[src/rtl/core/mtcp_pkg.sv]
// Shared types and constants of the timer/counter/PWM block.
package mtcp_pkg;

  // Parameter defaults and limits
  localparam int COUNTER_WIDTH_DEF = 16;
  localparam int COMPARE_UNITS_DEF = 2;
  localparam int MAX_UNITS         = 4;

  // Config port
  localparam int CFG_IDX_W  = 3;
  localparam int CFG_DATA_W = 16;

  localparam logic [CFG_IDX_W-1:0] REG_RUN_PRESCALE = 3'd0;
  localparam logic [CFG_IDX_W-1:0] REG_MODE         = 3'd1;
  localparam logic [CFG_IDX_W-1:0] REG_TOP          = 3'd2;
  localparam logic [CFG_IDX_W-1:0] REG_EVENT_OPTS   = 3'd3;
  localparam logic [CFG_IDX_W-1:0] REG_COMPARE_A    = 3'd4;
  localparam logic [CFG_IDX_W-1:0] REG_COMPARE_B    = 3'd5;
  localparam logic [CFG_IDX_W-1:0] REG_ACTION_A     = 3'd6;
  localparam logic [CFG_IDX_W-1:0] REG_ACTION_B     = 3'd7;

  // Prescaler
  localparam int                PSC_W         = 10;
  localparam logic [3:0]        PRESCALE_STOP = 4'd0;
  localparam logic [3:0]        PRESCALE_DIV1 = 4'd1;
  localparam logic [3:0]        PRESCALE_MAX  = 4'd11;

  // Waveform modes
  localparam logic [2:0] MODE_NORMAL = 3'd0;
  localparam logic [2:0] MODE_CTC    = 3'd1;
  localparam logic [2:0] MODE_FAST   = 3'd2;
  localparam logic [2:0] MODE_PC     = 3'd3;
  localparam logic [2:0] MODE_PFC    = 3'd4;

  // Event option bits
  localparam int EVT_OVF_AT_TOP = 0;
  localparam int EVT_CAP_RISE   = 1;
  localparam int EVT_CAP_IS_TOP = 2;

  // Pin actions
  localparam logic [2:0] ACT_OFF         = 3'd0;
  localparam logic [2:0] ACT_TOGGLE      = 3'd1;
  localparam logic [2:0] ACT_CLEAR       = 3'd2;
  localparam logic [2:0] ACT_SET         = 3'd3;
  localparam logic [2:0] ACT_CLR_SET_BOT = 3'd4;
  localparam logic [2:0] ACT_SET_CLR_BOT = 3'd5;
  localparam logic [2:0] ACT_CLR_UP      = 3'd6;
  localparam logic [2:0] ACT_SET_UP      = 3'd7;

  typedef struct packed {
    logic       capture_pin;
    logic [1:0] pins_enabled;
    logic       power_off;
  } in_word_t;

  typedef struct packed {
    logic [15:0] counter_value;
    logic        count_down;
    logic        overflow_flag;
    logic        compare_a_flag;
    logic        compare_b_flag;
    logic        capture_flag;
    logic [15:0] capture_value;
    logic        pin_a;
    logic        pin_b;
  } out_word_t;

endpackage

[src/rtl/core/mcu_timer_counter_pwm_top.sv]
// Timer/counter with compare units, PWM waveform modes and input capture.
// Pipeline: a word is registered on input, then its result is registered; the
//   result moves in whenever the result register is free or draining.
// Throughput: one word (one system tick) per cycle unless out_ready stalls, set by
//   single pass of counter/compare logic between input stage and result register.
// Reset (rst_n low, synchronous): counter, prescaler, flags, pins and config clear;
//   top_value resets to all ones.
module mcu_timer_counter_pwm_top #(
  parameter int COUNTER_WIDTH = mtcp_pkg::COUNTER_WIDTH_DEF,
  parameter int COMPARE_UNITS = mtcp_pkg::COMPARE_UNITS_DEF
) (
  input  logic                                clk,
  input  logic                                rst_n,
  input  logic                                in_valid,
  output logic                                in_ready,
  input  mtcp_pkg::in_word_t                  in_data,
  output logic                                out_valid,
  input  logic                                out_ready,
  output mtcp_pkg::out_word_t                 out_data,
  input  logic                                cfg_wr_en,
  input  logic [mtcp_pkg::CFG_IDX_W-1:0]      cfg_index,
  input  logic [mtcp_pkg::CFG_DATA_W-1:0]     cfg_wdata
);

  localparam int CW = COUNTER_WIDTH;
  localparam int NU = COMPARE_UNITS;
  localparam int MU = mtcp_pkg::MAX_UNITS;

  // ---------------- configuration registers ----------------
  logic [3:0]    rp_r;
  logic [2:0]    mode_r;
  logic [15:0]   top_r;
  logic [2:0]    evt_r;
  logic [15:0]   cmpa_r, cmpb_r;
  logic [2:0]    acta_r, actb_r;

  always_ff @(posedge clk) begin
    if (!rst_n) begin
      rp_r   <= '0;
      mode_r <= mtcp_pkg::MODE_NORMAL;
      top_r  <= '1;
      evt_r  <= '0;
      cmpa_r <= '0;
      cmpb_r <= '0;
      acta_r <= mtcp_pkg::ACT_OFF;
      actb_r <= mtcp_pkg::ACT_OFF;
    end else if (cfg_wr_en) begin
      case (cfg_index)
        mtcp_pkg::REG_RUN_PRESCALE: rp_r   <= cfg_wdata[3:0];
        mtcp_pkg::REG_MODE:         mode_r <= cfg_wdata[2:0];
        mtcp_pkg::REG_TOP:          top_r  <= cfg_wdata;
        mtcp_pkg::REG_EVENT_OPTS:   evt_r  <= cfg_wdata[2:0];
        mtcp_pkg::REG_COMPARE_A:    cmpa_r <= cfg_wdata;
        mtcp_pkg::REG_COMPARE_B:    cmpb_r <= cfg_wdata;
        mtcp_pkg::REG_ACTION_A:     acta_r <= cfg_wdata[2:0];
        mtcp_pkg::REG_ACTION_B:     actb_r <= cfg_wdata[2:0];
        default: ;
      endcase
    end
  end

  // ---------------- handshake: input stage and result register ----------------
  logic                s1_valid_r;
  mtcp_pkg::in_word_t  s1_data_r;
  logic                out_valid_r;
  mtcp_pkg::out_word_t out_data_r;
  logic                adv;

  // Stage 1 moves into the result register when that register is free or draining
  assign adv      = s1_valid_r && (!out_valid_r || out_ready);
  assign in_ready = !s1_valid_r || adv;
  assign out_valid = out_valid_r;
  assign out_data  = out_data_r;

  always_ff @(posedge clk) begin
    if (!rst_n) begin
      s1_valid_r <= 1'b0;
    end else if (in_ready) begin
      s1_valid_r <= in_valid;
    end
  end

  always_ff @(posedge clk) begin
    if (in_ready && in_valid) begin
      s1_data_r <= in_data;
    end
  end

  // ---------------- timer state ----------------
  logic [CW-1:0]                  count_r, count_nxt;
  logic                           dir_r, dir_nxt;
  logic [mtcp_pkg::PSC_W-1:0]     psc_r, psc_nxt;
  logic [NU-1:0]                  pend_r, pend_nxt;
  logic                           prev_cap_r;
  logic [CW-1:0]                  capt_r, capt_nxt;
  logic [NU-1:0]                  pin_r, pin_nxt;
  logic                           ovf_nxt, capf_nxt;
  logic [NU-1:0]                  raised;

  // pin action on a compare match
  function automatic logic pin_on_match(logic lvl, logic [2:0] act, logic dn, logic guard);
    logic res;
    res = lvl;
    if (!dn) begin
      case (act)
        mtcp_pkg::ACT_TOGGLE:      res = ~lvl;
        mtcp_pkg::ACT_CLEAR:       res = 1'b0;
        mtcp_pkg::ACT_CLR_SET_BOT: res = 1'b0;
        mtcp_pkg::ACT_SET:         res = 1'b1;
        mtcp_pkg::ACT_SET_CLR_BOT: res = 1'b1;
        mtcp_pkg::ACT_CLR_UP:      res = guard ? 1'b0 : lvl;
        mtcp_pkg::ACT_SET_UP:      res = guard ? 1'b1 : lvl;
        default:                   res = lvl;
      endcase
    end else begin
      case (act)
        mtcp_pkg::ACT_CLR_UP: res = guard ? 1'b1 : lvl;
        mtcp_pkg::ACT_SET_UP: res = guard ? 1'b0 : lvl;
        default:              res = lvl;
      endcase
    end
    return res;
  endfunction

  // pin action at bottom (up-counting only)
  function automatic logic pin_at_bottom(logic lvl, logic [2:0] act);
    logic res;
    case (act)
      mtcp_pkg::ACT_CLR_SET_BOT: res = 1'b1;
      mtcp_pkg::ACT_SET_CLR_BOT: res = 1'b0;
      default:                   res = lvl;
    endcase
    return res;
  endfunction

  // Per-unit compare values and actions; units past B have none
  logic [CW-1:0] ocr    [NU];
  logic [2:0]    act    [NU];
  logic [MU-1:0] en_vec;

  always_comb begin
    for (int i = 0; i < NU; i++) begin
      if (i == 0) begin
        ocr[i] = cmpa_r[CW-1:0];
        act[i] = acta_r;
      end else if (i == 1) begin
        ocr[i] = cmpb_r[CW-1:0];
        act[i] = actb_r;
      end else begin
        ocr[i] = '0;
        act[i] = mtcp_pkg::ACT_OFF;
      end
    end
  end

  assign en_vec = MU'(s1_data_r.pins_enabled);

  // Decoded controls
  logic                       stopped, bad_psc, bad_mode, dual, guard;
  logic [CW-1:0]              top;
  logic [CW:0]                count_p1;
  logic [mtcp_pkg::PSC_W-1:0] presc_m1;
  logic                       raise_now, tick, dir_eff, at_bottom, cap_edge;

  assign stopped  = s1_data_r.power_off || (rp_r == mtcp_pkg::PRESCALE_STOP);
  assign bad_psc  = rp_r > mtcp_pkg::PRESCALE_MAX;
  assign bad_mode = mode_r > mtcp_pkg::MODE_PFC;
  assign dual     = (mode_r == mtcp_pkg::MODE_PC) || (mode_r == mtcp_pkg::MODE_PFC);
  assign top      = (mode_r == mtcp_pkg::MODE_NORMAL) ? '1 : top_r[CW-1:0];
  assign count_p1 = {1'b0, count_r} + (CW+1)'(1);
  // divider minus one: 2^(n-1) - 1
  assign presc_m1 = mtcp_pkg::PSC_W'((11'd1 << (rp_r - 4'd1)) - 11'd1);
  assign raise_now = (rp_r == mtcp_pkg::PRESCALE_DIV1) ||
                     (psc_r == presc_m1 - mtcp_pkg::PSC_W'(1));
  assign tick     = !(psc_r < presc_m1);
  assign dir_eff  = dual ? dir_r : 1'b0;
  assign guard    = (count_p1 != {1'b0, top}) && (count_r != CW'(1));
  assign at_bottom = (!dual && count_r == top) ||
                     (dual && dir_eff && count_r == CW'(1));
  assign cap_edge = evt_r[mtcp_pkg::EVT_CAP_RISE] ? (!prev_cap_r && s1_data_r.capture_pin)
                                                  : (prev_cap_r && !s1_data_r.capture_pin);

  always_comb begin
    count_nxt = count_r;
    dir_nxt   = dir_r;
    psc_nxt   = psc_r;
    pend_nxt  = pend_r;
    capt_nxt  = capt_r;
    pin_nxt   = pin_r;
    ovf_nxt   = 1'b0;
    capf_nxt  = 1'b0;
    raised    = '0;
    if (stopped) begin
      psc_nxt  = '0;
      pend_nxt = '0;
    end else if (bad_psc) begin
      psc_nxt = '0;
    end else if (!bad_mode) begin
      dir_nxt = dir_eff;
      // pending compare flags go out just ahead of the timer clock
      if (raise_now) begin
        raised   = pend_r;
        pend_nxt = '0;
      end
      if (cap_edge) begin
        capf_nxt = 1'b1;
        if (!evt_r[mtcp_pkg::EVT_CAP_IS_TOP]) capt_nxt = count_r;
      end
      if (!tick) begin
        psc_nxt = psc_r + mtcp_pkg::PSC_W'(1);
      end else begin
        if (!dir_eff && count_p1 == {1'b0, top} && evt_r[mtcp_pkg::EVT_OVF_AT_TOP])
          ovf_nxt = 1'b1;
        for (int i = 0; i < NU; i++) begin
          if ((!dir_eff && count_p1 == {1'b0, ocr[i]}) ||
              (dir_eff && {1'b0, count_r} == {1'b0, ocr[i]} + (CW+1)'(1))) begin
            pend_nxt[i] = 1'b1;
            if (en_vec[i]) pin_nxt[i] = pin_on_match(pin_r[i], act[i], dir_eff, guard);
          end
        end
        if (at_bottom) begin
          if (!evt_r[mtcp_pkg::EVT_OVF_AT_TOP]) ovf_nxt = 1'b1;
          for (int i = 0; i < NU; i++) begin
            if (en_vec[i] && !dir_eff) pin_nxt[i] = pin_at_bottom(pin_nxt[i], act[i]);
          end
        end
        if (!dual && count_r == top) begin
          count_nxt = '0;
        end else if (dual && count_r == top) begin
          dir_nxt   = 1'b1;
          count_nxt = count_r - CW'(1);
        end else if (dual && count_r == '0) begin
          dir_nxt   = 1'b0;
          count_nxt = CW'(1);
        end else if (!dir_eff) begin
          count_nxt = count_r + CW'(1);
        end else begin
          count_nxt = count_r - CW'(1);
        end
        psc_nxt = '0;
      end
    end
  end

  logic [MU-1:0] raised_ext, pin_ext;
  assign raised_ext = MU'(raised);
  assign pin_ext    = MU'(pin_nxt);

  always_ff @(posedge clk) begin
    if (!rst_n) begin
      count_r    <= '0;
      dir_r      <= 1'b0;
      psc_r      <= '0;
      pend_r     <= '0;
      prev_cap_r <= 1'b0;
      capt_r     <= '0;
      pin_r      <= '0;
      out_valid_r <= 1'b0;
    end else begin
      if (adv) begin
        count_r    <= count_nxt;
        dir_r      <= dir_nxt;
        psc_r      <= psc_nxt;
        pend_r     <= pend_nxt;
        prev_cap_r <= s1_data_r.capture_pin;
        capt_r     <= capt_nxt;
        pin_r      <= pin_nxt;
      end
      if (adv) begin
        out_valid_r <= 1'b1;
      end else if (out_ready) begin
        out_valid_r <= 1'b0;
      end
    end
  end

  always_ff @(posedge clk) begin
    if (adv) begin
      out_data_r.counter_value  <= 16'(count_nxt);
      out_data_r.count_down     <= dir_nxt;
      out_data_r.overflow_flag  <= ovf_nxt;
      out_data_r.compare_a_flag <= raised_ext[0];
      out_data_r.compare_b_flag <= raised_ext[1];
      out_data_r.capture_flag   <= capf_nxt;
      out_data_r.capture_value  <= 16'(capt_nxt);
      out_data_r.pin_a          <= pin_ext[0];
      out_data_r.pin_b          <= pin_ext[1];
    end
  end

`ifndef SYNTH
  // a stopped or powered-off tick drops every pending compare flag
  a_stop_clears_pending: assert property (@(posedge clk) disable iff (!rst_n)
    (adv && stopped) |=> (pend_r == '0))
    else $error("pending flags survive a stopped tick");

  // a stopped tick neither counts nor raises overflow
  a_stop_holds_count: assert property (@(posedge clk) disable iff (!rst_n)
    (adv && stopped) |=> (count_r == $past(count_r) && !out_data_r.overflow_flag))
    else $error("counter moved while stopped");

  // single-slope modes always count up once running
  a_single_slope_up: assert property (@(posedge clk) disable iff (!rst_n)
    (adv && !stopped && !bad_psc &&
     (mode_r == mtcp_pkg::MODE_NORMAL || mode_r == mtcp_pkg::MODE_CTC ||
      mode_r == mtcp_pkg::MODE_FAST)) |=> !dir_r)
    else $error("down count in single-slope mode");
`endif

endmodule
[config.mk]
export PLATFORM = sky130hd
export DESIGN_NAME = mcu_timer_counter_pwm_top
export DESIGN_NICKNAME = d
export VERILOG_FILES = /design/src/rtl/core/mtcp_pkg.sv /design/src/rtl/core/mcu_timer_counter_pwm_top.sv
export SDC_FILE = /design/constraint.sdc
export NUM_CORES = 1
export LEC_CHECK = 0
export ABC_AREA = 0
export BUFFER_PORTS_ARGS = -buffer_cell sky130_fd_sc_hd__buf_2
export CAP_MARGIN = 25
export CORE_MARGIN = 2
export CORE_UTILIZATION = 53
export CTS_CLUSTER_DIAMETER = 50
export CTS_CLUSTER_SIZE = 28
export DETAILED_ROUTE_END_ITERATION = 10
export PLACE_DENSITY = 0.74
export SETUP_SLACK_MARGIN = 0.1
export SLEW_MARGIN = 20
export SYNTH_ARGS = -nofsm -noshare
export SYNTH_HDL_FRONTEND = slang
export SYNTH_SLANG_ARGS = --single-unit
[constraint.sdc]
create_clock -name clk -period 4.4 [get_ports clk]
set_clock_uncertainty 0.15 [all_clocks]
set_input_delay 0.44 -clock clk [delete_from_list [all_inputs] [get_ports clk]]
set_output_delay 0.44 -clock clk [all_outputs]
set_load 0.03 [all_outputs]
==> metrics.csv, run 1 <==
metric;value;unit
Synth warnings;0;
DIE AREA;22000;um^2
Std-Cell Core Area;20400;um^2
max-slew violations;0;
Synth Register Bits;157;
Via density;6.39;
TritonCTS Buffers;17;
largest delay contributor family on the critical path;simple AND/OR/NAND/NOR gates;
Adder-Cell Fraction of Synth Area;0.0227;
Main synth FF type;dfxtp_1;
# port buffers;68;
CP endpoint kind;flop;
Setup TNS;0;ns
ys async rst share;0;
placed cell areas;11700;um^2
clk_lat worst skew;0.44;ns
Pre-antenna DRT Iters;6;
1st-iter DRT viols;1282;
# fillers;1851;
Clk pin slew, worst setup/hold paths;0.07;ns
die height;148;um
post-route minimum period;4.08;ns
FF-to-FF End;out_data[0];
pin count of the biggest net entering global routing;53;
Residual DRC;0;
largest family of logic cells by synthesized area;simple AND/OR/NAND/NOR gates;
Arr. time, crit path;4.11;ns
GPL Wtd Cong;1.00;
Syn Nets;1459;
Cell Rows;52;
Root Buffer Master;clkbuf_16;
hold path start;in_data[0];
# hold bufs at CTS;0;
RSZ-0062 raised after global routing;false;
Synth Area in XOR/XNOR;0.0757;
CTS sink cnt;157;
FF-to-FF setup slack;0.32;ns
Power, Total;3.43;mW
Area contributors post-synth;dfxtp_1 (21%), edfxtp_1 (12%), nand2_1 (7.6%);
WL final;34400;um
Mapped Area;11000;um^2
Worst-Margin Slew;1.01;ns
post-DP HPWL;25500;um
outcome;completed;
maxcap violations;0;
Yosys cell types;88;
critical path fanouts, max;17;
antenna violations before repair;0;
LEAKAGE;4.49;nW
largest area contributor in the netlist;dfxtp_1;
first-pass GRT wire length;54500;um
post-synth top area share;0.207;
mux cell area share after synthesis;0.0414;
simple-gate area share of the yosys netlist;0.279;
die width;148;um
Syn Area/Cell;7.83;um^2
Final period util;0.928;
number of synthesized flops with an enable pin;43;
Worst Setup Start Kind;flop;
Routed Antenna Nets;0;
Slowest-stage cell, CP;or4_1;
GRT overflow;0;
CP max stage delay;0.52;ns
worst hold stages;1;
H-tree depth;4;
Buffers & Inverters on Critical Path;4;
FMAX;245;MHz
routed len/inst;19.9;um
Post-Route Utilization;0.606;
gr usage total;0.314;
crit path cell chain;inv_1 -> nand2_1 -> or3_1 -> ha_1 -> o41ai_2 -> buf_4 -> inv_1 -> ha_1 -> o21a_1 -> o211ai_1 -> a211o_1 -> nand2_2 -> nand2_1 -> buf_4 -> or4_1 -> a21boi_1 -> o41a_1;
Fin. Hold Viols;0;
Initial Util;0.542;
critical path class;reg -> reg;
reg2reg path depth;17;
io pins;69;
Vias;11000;
Seq/Total Area, Yosys;0.324;
power density over the cells;278;nW/um^2
CTS tree;done;
RR Startpoint;rp_r[1];
relative slew slack;0.323;
clk buf depth;2;
layout cells sized above 1;0.150;
fin area;12300;um^2
Diodes inserted;0;
Hold Path Sink;s1_data_r[0];
Post-Syn Instances;1411;
vias in the first global route;9949;
# setup viols final;0;
Layout Nets;1492;
Synth Area in Compound Gates;0.204;
Peak VDD IR;0.237;mV
HP Class;in -> reg;
area grow syn2layout;11.8;%
CP Data Required Time;4.43;ns
[layer usage]
layer | GRT usage | vias to the layer above | share of wire
li1 | - | 5203 | -
met5 | 0 | - | 0
met1 | 0.420 | 5153 | 0.42
met4 | 0.137 | 0 | 0.042
met2 | 0.493 | 586 | 0.45
met3 | 0.0638 | 101 | 0.091
[final cells by class]
type	instances	area, um^2	share of cell area
clock buffers	18	439	0.0356
clock inverters	14	171	0.0139
inverters	38	143	0.0116
multi-input cells	1105	6910	0.560
flip-flops and latches	157	3580	0.290
well taps	270	338	0.0274
repair buffers	125	772	0.0625
[cell usage after synthesis (all sizes together), types with 22 or more instances]
library cell  count
nor2             93
xor2             42
nand3            76
edfxtp           43
clkbuf           82
o21ai            56
nand2           225
nand4            26
inv              37
xnor2            48
dfxtp           114
mux2i            22
nor3             37
a21oi            95
buf              29
[state kept, by name (all words and copies together), names as in the netlist, 3 cells and up]
signal / cells
capt_r: 16
out_data: 39
actb_r: 3
count_r: 16
mode_r: 3
cmpa_r: 16
evt_r: 3
cmpb_r: 16
psc_r: 10
acta_r: 3
rp_r: 4
top_r: 16
[power by group]
group	internal [mW]	switching (mW)	total (mW)
Clock	0.829	0.703	1.53
Combinational	0.117	0.224	0.340
Sequential	1.52	0.0352	1.55
Total	2.47	0.962	3.43
[logic make-up after synthesis]
family	count (synthesis)
and+or+nand+nor	621
AOI/OAI and AO/OA	329
DFF	157
buffers and inverters	149
xor gates and xnor gates	92
muxes	43
adders and majority gates	20
[what timing repair did]
action / 4_1_cts / 5_1_grt
setup buffers: 0 / 0
gates resized for setup: 0 / 11
setup endpoints to repair: 0 / 22
[how the worst max path moves through the flow]
stage	start	end	slack, ns	cells past startpoint
floorplan	rp_r[2]	count_r[9]	0.15	18
finish	rp_r[1]	out_data[0]	0.32	17
global placement	rp_r[0]	count_r[13]	0.24	18
detailed placement	rp_r[0]	count_r[13]	0.15	18
CTS	rp_r[0]	count_r[13]	0.14	18
global route	rp_r[1]	out_data[0]	0.13	17
[placed cells by master, fill, tap and decap left out, types with 18 or more instances in the layout]
cell type	netlist	final
nand2_1	225	223
buf_4	0	56
dfxtp_1	114	112
ha_1	20	19
nand4_1	26	26
mux2_2	21	21
or3_1	18	18
and2_1	21	21
edfxtp_1	43	43
mux2i_1	22	22
nand3_1	76	76
buf_2	18	68
a21oi_1	95	95
o21ai_0	54	54
xor2_1	42	42
nor2_1	92	91
nor3_1	36	35
nor4_1	19	19
inv_1	37	36
nand2b_1	18	18
xnor2_1	48	48
[stage by stage]
stage          cells  worst slack [ns]  hold WS, ns
2_1_floorplan   1411             0.150        0.275
3_3_place_gp    1694             0.241        0.284
3_5_place_dp    1695             0.154        0.290
4_1_cts         1727             0.136       0.0146
5_1_grt         1727             0.130       0.0193
6_report        1727             0.318       0.0291
No activity file was read; power rests on OpenSTA's default activity.
==> inputs of run 2 (changes only) <==
==> constraint.sdc (replaced) <==
create_clock -name clk -period 4.4 [get_ports clk]
set_clock_uncertainty 0.15 [all_clocks]
set_input_delay 0.22 -clock clk [delete_from_list [all_inputs] [get_ports clk]]
set_output_delay 0.22 -clock clk [all_outputs]
set_load 0.03 [all_outputs]
==> run 2 against run 1 <==
  * Final cell count up 1.3%
  * Die area unchanged
  * Design area up 1.7%
  * Highest routed layer unchanged
==> metrics.csv, run 2 (synthesis gave the netlist of run 1 again) <==
metric;value;unit
outcome;completed;
Largest register FFs;39;
critical path class;reg -> reg;
Setup TNS;0;ns
clk buf depth;2;
GPL Wtd Cong;1.01;
LEAKAGE;4.59;nW
maxcap violations;0;
GRT overflow;0;
antenna violations before repair;0;
max-slew violations;0;
fin area;12600;um^2
TritonCTS Buffers;17;
Root Buffer Master;clkbuf_16;
commonest non-fill, non-tap cell in the layout;nand2_1;
Place WS;0.0816;ns
H-tree depth;4;
DIE AREA;22000;um^2
Cell Rows;52;
Final period util;0.940;
Worst-Margin Slew;1.04;ns
io pins;69;
layout cells sized above 1;0.146;
die height;148;um
area grow syn2layout;13.7;%
Power, Total;3.42;mW
Post-CTS Setup Inserts;0;
reg2reg path depth;16;
# setup viols final;0;
Worst Setup Start Kind;flop;
# port buffers;68;
pin count of the biggest net entering global routing;45;
Peak VDD IR;0.216;mV
Hold Path Sink;top_r[1];
Via density;6.33;
Std-Cell Core Area;20400;um^2
die width;148;um
FF-to-FF setup slack;0.27;ns
Residual DRC;0;
CTS sink cnt;157;
RR Startpoint;rp_r[0];
Arr. time, crit path;4.17;ns
vias in the first global route;10200;
first-pass GRT wire length;55200;um
Fin. Hold Viols;0;
critical path fanouts, max;17;
power density over the cells;273;nW/um^2
CP endpoint kind;flop;
CTS tree;done;
clk_lat worst skew;0.44;ns
1st-iter DRT viols;1160;
final worst slack;0.266;ns
placed cell areas;11700;um^2
Pre-antenna DRT Iters;6;
Routed Antenna Nets;0;
WL final;35200;um
worst hold stages;2;
post-DP HPWL;25700;um
gr usage total;0.320;
relative slew slack;0.302;
Diodes inserted;0;
FF-to-FF End;out_data[0];
most frequent cells in the layout;nand2_1 (224), dfxtp_1 (113), a21oi_1 (95);
# fillers;1831;
RSZ-0062 raised after global routing;false;
FMAX;242;MHz
post-route minimum period;4.13;ns
Vias;11100;
Initial Util;0.542;
CP Data Required Time;4.43;ns
HP Class;in -> reg;
Layout Nets;1515;
hold path start;rst_n;
Clk pin slew, worst setup/hold paths;0.07;ns
Min Hold Slack;0.148;ns
routed len/inst;20.1;um
## run 2: worst max path at each step
stage / startpoint / endpoint / slack, ns / depth (start not counted)
2_1_floorplan: rp_r[2] / count_r[9] / 0.15 / 18
3_3_place_gp: rp_r[0] / count_r[13] / 0.24 / 18
3_5_place_dp: rp_r[0] / count_r[13] / 0.08 / 18
4_1_cts: rp_r[0] / out_data[0] / 0.11 / 17
5_1_grt: rp_r[0] / out_data[0] / 0.1 / 16
6_report: rp_r[0] / out_data[0] / 0.27 / 16
## run 2: critical path: stages, from the launching register on
cell and delay, ns:
dfxtp_1 0.39, buf_6 0.18, nor3_4 0.06, nand2_2 0.14, ha_1 0.23, or4b_2 0.61, a21o_1 0.23, nand2_1 0.09
ha_1 0.15, a2111oi_0 0.09, a211o_1 0.33, nand2_1 0.15, nand2_1 0.10, buf_4 0.22, or4_1 0.50, a21boi_1 0.14
o41a_1 0.11
## run 2: area by class of cell
type                            instances  area, um^2  area share
Clock buffer                           17         425      0.0339
Sequential cell                       157        3570       0.285
Clock inverter                         15         170      0.0136
Inverter                               38         143      0.0114
Tap cell                              270         338      0.0269
Timing Repair Buffer                  148        1000      0.0798
Multi-Input combinational cell       1105        6900       0.550
## run 2: through the flow
stage,cells,util
3_3_place_gp,1694,0.574
2_1_floorplan,1411,-
4_1_cts,1750,0.615
6_report,1750,0.617
5_1_grt,1750,0.617
3_5_place_dp,1695,0.574
## run 2: report_power, final
group | internal (mW) | switching [mW] | leakage (nW) | total (mW)
registers | 1.52 | 0.0354 | 1.32 | 1.56
logic | 0.130 | 0.228 | 2.98 | 0.358
clock network | 0.809 | 0.701 | 0.291 | 1.51
## run 2: repair_timing
action / 4_1_cts / 5_1_grt
endpoints found under the setup margin: 4 / 20
hold buffers: 23 / 0
gates resized for setup: 1 / 8
hold endpoints to repair: 53 / 0
## run 2: layer usage
metal  vias to the layer above  GRT usage  share of wire
met4                         0      0.146          0.043
met5                         -          0              0
met3                       102     0.0638          0.082
li1                       5245          -              -
met1                      5186      0.416           0.42
met2                       537      0.515           0.46
